**src/rtl/tlg_pkg.sv**
```systemverilog
// Shared types and constants of the toroidal Life grid engine.
package tlg_pkg;

   // Opcodes of an input item
   localparam logic [1:0] OP_CLEAR = 2'd0;
   localparam logic [1:0] OP_SET   = 2'd1;
   localparam logic [1:0] OP_STEP  = 2'd2;
   localparam logic [1:0] OP_READ  = 2'd3;

   // Configuration register indexes
   localparam int         CSR_INDEX_W   = 1;
   localparam int         CSR_DATA_W    = 7;
   localparam logic [0:0] CSR_GRID_ROWS = 1'b0;
   localparam logic [0:0] CSR_GRID_COLS = 1'b1;

   // Width of the coordinate fields
   localparam int COORD_W = 8;

   typedef enum logic [3:0] {
      ST_INIT_CLR,
      ST_IDLE,
      ST_MOD,
      ST_CLR,
      ST_SET_RD,
      ST_SET_WR,
      ST_GET_RD,
      ST_GET_CAP,
      ST_STEP_UP,
      ST_STEP_MID,
      ST_STEP_DN,
      ST_STEP_WR,
      ST_DONE
   } state_type;

   typedef enum logic [3:0] {
      DP_NOP,
      DP_MOD,
      DP_CLR_WR,
      DP_SET_RD,
      DP_SET_WR,
      DP_GET_RD,
      DP_GET_CAP,
      DP_STEP_UP,
      DP_STEP_MID,
      DP_STEP_DN,
      DP_STEP_WR
   } dp_op_type;

   typedef struct packed {
      dp_op_type op;
      logic      load_item;
      logic      row_next;
      logic      flip;
      logic      load_rsp;
   } cmd_type;

   typedef struct packed {
      logic [1:0] opcode;
      logic       mod_last;
      logic       row_last_all;
      logic       row_last_used;
      logic       rsp_free;
   } status_type;

endpackage

```
**src/rtl/tlg_ctrl.sv**
```systemverilog
// Sequencer of the Life grid engine: walks each opcode through the datapath.
module tlg_ctrl
   import tlg_pkg::*;
(
   input  logic       clock,
   input  logic       reset,
   input  logic       req_valid,
   output logic       req_ready,
   input  status_type status,
   output cmd_type    cmd
);
   state_type state_ff, state_in;

   // Hold state
   always_ff @(posedge clock) begin
      if (reset) begin
         state_ff <= ST_INIT_CLR;
      end else begin
         state_ff <= state_in;
      end
   end

   // Next state
   always_comb begin
      state_in = state_ff;
      case (state_ff)
         ST_INIT_CLR: if (status.row_last_all) state_in = ST_IDLE;
         ST_IDLE:     if (req_valid) state_in = ST_MOD;
         ST_MOD: begin
            if (status.mod_last) begin
               case (status.opcode)
                  OP_CLEAR: state_in = ST_CLR;
                  OP_SET:   state_in = ST_SET_RD;
                  OP_STEP:  state_in = ST_STEP_UP;
                  OP_READ:  state_in = ST_GET_RD;
                  default:  state_in = ST_DONE;
               endcase
            end
         end
         ST_CLR:      if (status.row_last_all) state_in = ST_DONE;
         ST_SET_RD:   state_in = ST_SET_WR;
         ST_SET_WR:   state_in = ST_DONE;
         ST_GET_RD:   state_in = ST_GET_CAP;
         ST_GET_CAP:  state_in = ST_DONE;
         ST_STEP_UP:  state_in = ST_STEP_MID;
         ST_STEP_MID: state_in = ST_STEP_DN;
         ST_STEP_DN:  state_in = ST_STEP_WR;
         ST_STEP_WR:  state_in = status.row_last_used ? ST_DONE : ST_STEP_UP;
         ST_DONE:     if (status.rsp_free) state_in = ST_IDLE;
         default:     state_in = ST_INIT_CLR;
      endcase
   end

   // Commands per state
   always_comb begin
      cmd       = '0;
      cmd.op    = DP_NOP;
      req_ready = 1'b0;
      case (state_ff)
         ST_INIT_CLR, ST_CLR: begin
            cmd.op       = DP_CLR_WR;
            cmd.row_next = 1'b1;
         end
         ST_IDLE: begin
            req_ready     = 1'b1;
            cmd.load_item = req_valid;
         end
         ST_MOD:      cmd.op = DP_MOD;
         ST_SET_RD:   cmd.op = DP_SET_RD;
         ST_SET_WR:   cmd.op = DP_SET_WR;
         ST_GET_RD:   cmd.op = DP_GET_RD;
         ST_GET_CAP:  cmd.op = DP_GET_CAP;
         ST_STEP_UP:  cmd.op = DP_STEP_UP;
         ST_STEP_MID: cmd.op = DP_STEP_MID;
         ST_STEP_DN:  cmd.op = DP_STEP_DN;
         ST_STEP_WR: begin
            cmd.op       = DP_STEP_WR;
            cmd.row_next = 1'b1;
            cmd.flip     = status.row_last_used;
         end
         ST_DONE:     cmd.load_rsp = status.rsp_free;
         default:     cmd.op = DP_NOP;
      endcase
   end
endmodule

```
**config.mk**
```make
export PLATFORM = sky130hd
export DESIGN_NAME = tlg_ctrl
export DESIGN_NICKNAME = d
export VERILOG_FILES = /design/src/rtl/tlg_pkg.sv /design/src/rtl/tlg_ctrl.sv
export SDC_FILE = /design/constraint.sdc
export NUM_CORES = 1
export LEC_CHECK = 0
export ABC_AREA = 1
export BUFFER_PORTS_ARGS = -buffer_cell sky130_fd_sc_hd__buf_4
export CAP_MARGIN = 20
export CORE_AREA = 2 2 41 43
export DETAILED_ROUTE_END_ITERATION = 10
export DIE_AREA = 0 0 43 45
export GPL_TIMING_DRIVEN = 0
export PLACE_DENSITY = 0.67
export RECOVER_POWER = 100
export SETUP_SLACK_MARGIN = 0.2
export SYNTH_ARGS = -nofsm -noshare
export SYNTH_HDL_FRONTEND = slang
export SYNTH_SLANG_ARGS = --single-unit
export TNS_END_PERCENT = 100
```
**constraint.sdc**
```tcl
create_clock -name clock -period 1.7 [get_ports clock]
set_input_delay 0.255 -clock clock [delete_from_list [all_inputs] [get_ports clock]]
set_output_delay 0.255 -clock clock [all_outputs]
set_load 0.01 [all_outputs]
```
After elaboration in Yosys (flattened, before gate mapping). Cells that the tools add are included.

Bits in registers: 4. Input bits: 9. Word-level logic and storage cells: 41.

Eq/ne operators: 20. Mux-type cells: 14. Reductions and logical operators: 6.

Operators by type and width (count): $pmux 4 s12 (1); $pmux 4 s10 (1); $eq 4x4->1 const B (5); $mux 4 (5); $eq 4x3->1 const B (4); $pmux 4 s4 (1); $ne 2x2->1 const B (5); $eq 4x2->1 const B (2); $mux 1 (5); $reduce_and 5->1 (1); $eq 2x2->1 const B (2); $eq 4x1->1 const B (1); $logic_not 4->1 (1); $reduce_or 2->1 (2); $mux 3 (1); $reduce_or 3->1 (1); $eq 2x1->1 const B (1); $logic_not 2->1 (1).

Logic depth before layout (Yosys ltp).
Depth in word-level cells: 4. Gate-level depth with buffers: 8. Depth with buffers taken out: 8.

Worst setup path after synthesis. OpenSTA, ideal clock, no wires.

Kind: register to output. Start point: reg state_ff[0]. End point: out cmd[6] in the netlist's numbering. Data arrival time: 0.944 ns. Setup slack: 0.501 ns. Cell stages (with the launch flop): 4. Path buffers: 0. Path through: dfxtp_1 > nor2_1 > inv_1 > o21ai_0.

RTL lines: start, declared (line tlg_ctrl.sv:12) `state_type state_ff, state_in;`; start signal, assigned (line tlg_ctrl.sv:19) `state_ff <= state_in;`; end, declared (line tlg_ctrl.sv:10) `output cmd_type cmd`.

==> impl_results.md <==
* #FFs+latches synth at 4
* Max cap viols at 0
* Mux contribution to synthesized area at 0%
* Hold_buf cts at 0
* Starting DRT DRC Count at 7
* Register area share after synthesis at 16.20%
* Final total power at 0.7639 mW
* H-tree levels at 1
* Final wirelength at 1.175 mm
* Post-layout nets at 119
* RSZ-0062 raised after global routing: no
* Worst-path clk slew at 40 ps
* Main combinational cell family by area after synthesis: simple AND/OR/NAND/NOR gates
* ANT nets after route at 0
* Setup total negative slack at 0 ps
* Layout cells sized above 1 at 30.77%
* FP Rows at 14
* Endpoints failing hold at 0
* Die width at 43 um
* Total gr overflow at 0
* Placed cell areas at 641.9 sq um
* Biggest area consumer among synthesized cells: dfxtp_1
* First-pass GRT wire length at 2.187 mm
* CTS max path bufs at 2
* Hold Crit Class: in2reg
* Commonest cells after routing, fill and taps aside: nand2_1 (17), inv_1 (15), buf_4 (12)
* Total track usage at 15.04%
* WL/cell at 9.792 um
* CTS tree: built
* Die Span Y at 45 um
* Syn nets at 97
* Die Area at 0.001935 sq mm
* Number of global-route vias before repair at 535
* Final setup vio count at 0
* Design area at 654.4 sq um
* Compound-Gate Fraction of Synth Area at 12.15%
* Ports at 18
* Static Leakage at 0.3433 nW
* Yosys cell types at 21
* Worst-margin pin slew at 241.7 ps
* Commonest non-fill, non-tap cell in the layout: nand2_1
* Status: completed
* Peak Freq at 681.6 MHz
* # DRC at 0
* Cell Pwr Density at 1167 mW/mm^2
* Worst Path Required at 1440 ps
* Num CTS Buffers at 3
* Final hold slack at 198.8 ps
* Avg Cell Area, Syn at 5.884 sq um
* Max Clock Skew at 3.313 ps
* Synth Cell Area at 494.2 sq um
* Root buffer cell: clkbuf_4
* Max-slew violations at 0
* Max reg flops at 4
* Clk_lat worst skew at 230 ps
* Synth Area in Simple Gates at 48.35%
* Fraction of the mapped netlist area in adder cells at 10.13%
* Synth top area share at 16.20%
* DR vias at 572
* Worst slew margin at 83.87%
* Antenna cells at 0
* Crit start category: register
* Placer congestion estimate at 0.7876
* Largest Register: state_ff
* Core Area at 0.001471 sq mm
* Top post-synthesis cells by area: dfxtp_1 (16%), nand2_1 (13%), ha_1 (10%)
* CP Capture Type: primary output
* 1st-pass router iterations at 6
* Crit path DAT at 1210 ps
* Clk sinks at 4
* Initial antenna violation count at 0
* Post-DP HPWL at 969.8 um
* Final Util at 44.47%
* Gate Count Post-Synth at 84
* Largest net degree at the start of global routing at 8
* Fin crit share at 86.30%
* Crit path kind: reg2out
* Fin crit period at 1467 ps
* Worst-path maximum fanout at 6
* Synth Area in XOR/XNOR at 0%
* Largest registers: state_ff (4)
* Via-to-Cell Ratio at 4.767
* IO buf count at 17
* Max VDD drop at 0.7467 mV
* Layout area overhead at 32.41%
* Synth warn at 0
* Initial core utilization at 33.59%
layer usage:
| metal | GRT usage (%) | wire [um] | up-vias | part of all wire [%] |
|---|---|---|---|---|
| met5 | 0 | 0 | - | 0 |
| met4 | 7.273 | 0 | 0 | 0 |
| met3 | 4.000 | 58 | 0 | 4.9 |
| met2 | 24.55 | 557 | 13 | 47 |
| met1 | 18.54 | 559 | 252 | 48 |
| li1 | - | - | 307 | - |
power by group:
part           internal, mW  switching (mW)  total, mW
clock network        0.0788          0.0360      0.115
logic                 0.183           0.287      0.470
registers             0.123          0.0557      0.179
total                 0.385           0.378      0.764
critical path, stage by stage (launching register included):
cell      delay (ps)
dfxtp_2          350
inv_1            150
nand2_1          130
o21ai_0          180
clkbuf_1         180
layout make-up:
cell class	instances	area (sq um)
inverters	17	65.06
fillers	168	817.0
multi-input cells	63	352.8
well taps	16	20.02
clock buffers	3	22.52
flip-flops and latches	4	85.08
repair buffers	17	108.9
metrics by stage:
stage                     std cells  setup WS [ps]
after CTS                       120          204.4
after floorplan                  84          501.1
after detailed placement        117          405.3
after global routing            120          123.2
after global placement          117          388.3
final                           120          232.9
repair_timing:
item	4_1_cts	5_1_grt
buffers inserted	0	0
gates resized for setup	2	4
cloned	0	0
setup endpoints to repair	3	5
cell usage after synthesis (all sizes together):
master,instances
o31ai,1
nand3b,1
o21ai,2
ha,4
inv,16
a21oi,5
dfxtp,4
clkinv,1
nand2,21
nor2,14
nor3,2
nand3,11
o22ai,1
o211ai,1
cell families (layout without fill, tap and decap cells):
family,count (synthesis),after routing
AOI/OAI and AO/OA,10,10
adders and majority gates,4,4
buffers and inverters,17,37
DFF,4,4
and+or+nand+nor,49,49
final timing paths:
kind / slack (ps) / from / depth (start not counted) / to
worst min-delay path: 200 / reset / 2 / state_ff[0]
worst max register to register: 520 / state_ff[1] / 7 / state_ff[3]
worst max-delay path: 230 / state_ff[2] / 4 / cmd[6]
worst min register to register: 540 / state_ff[0] / 2 / state_ff[0]
(Power assumes the default switching activity.)
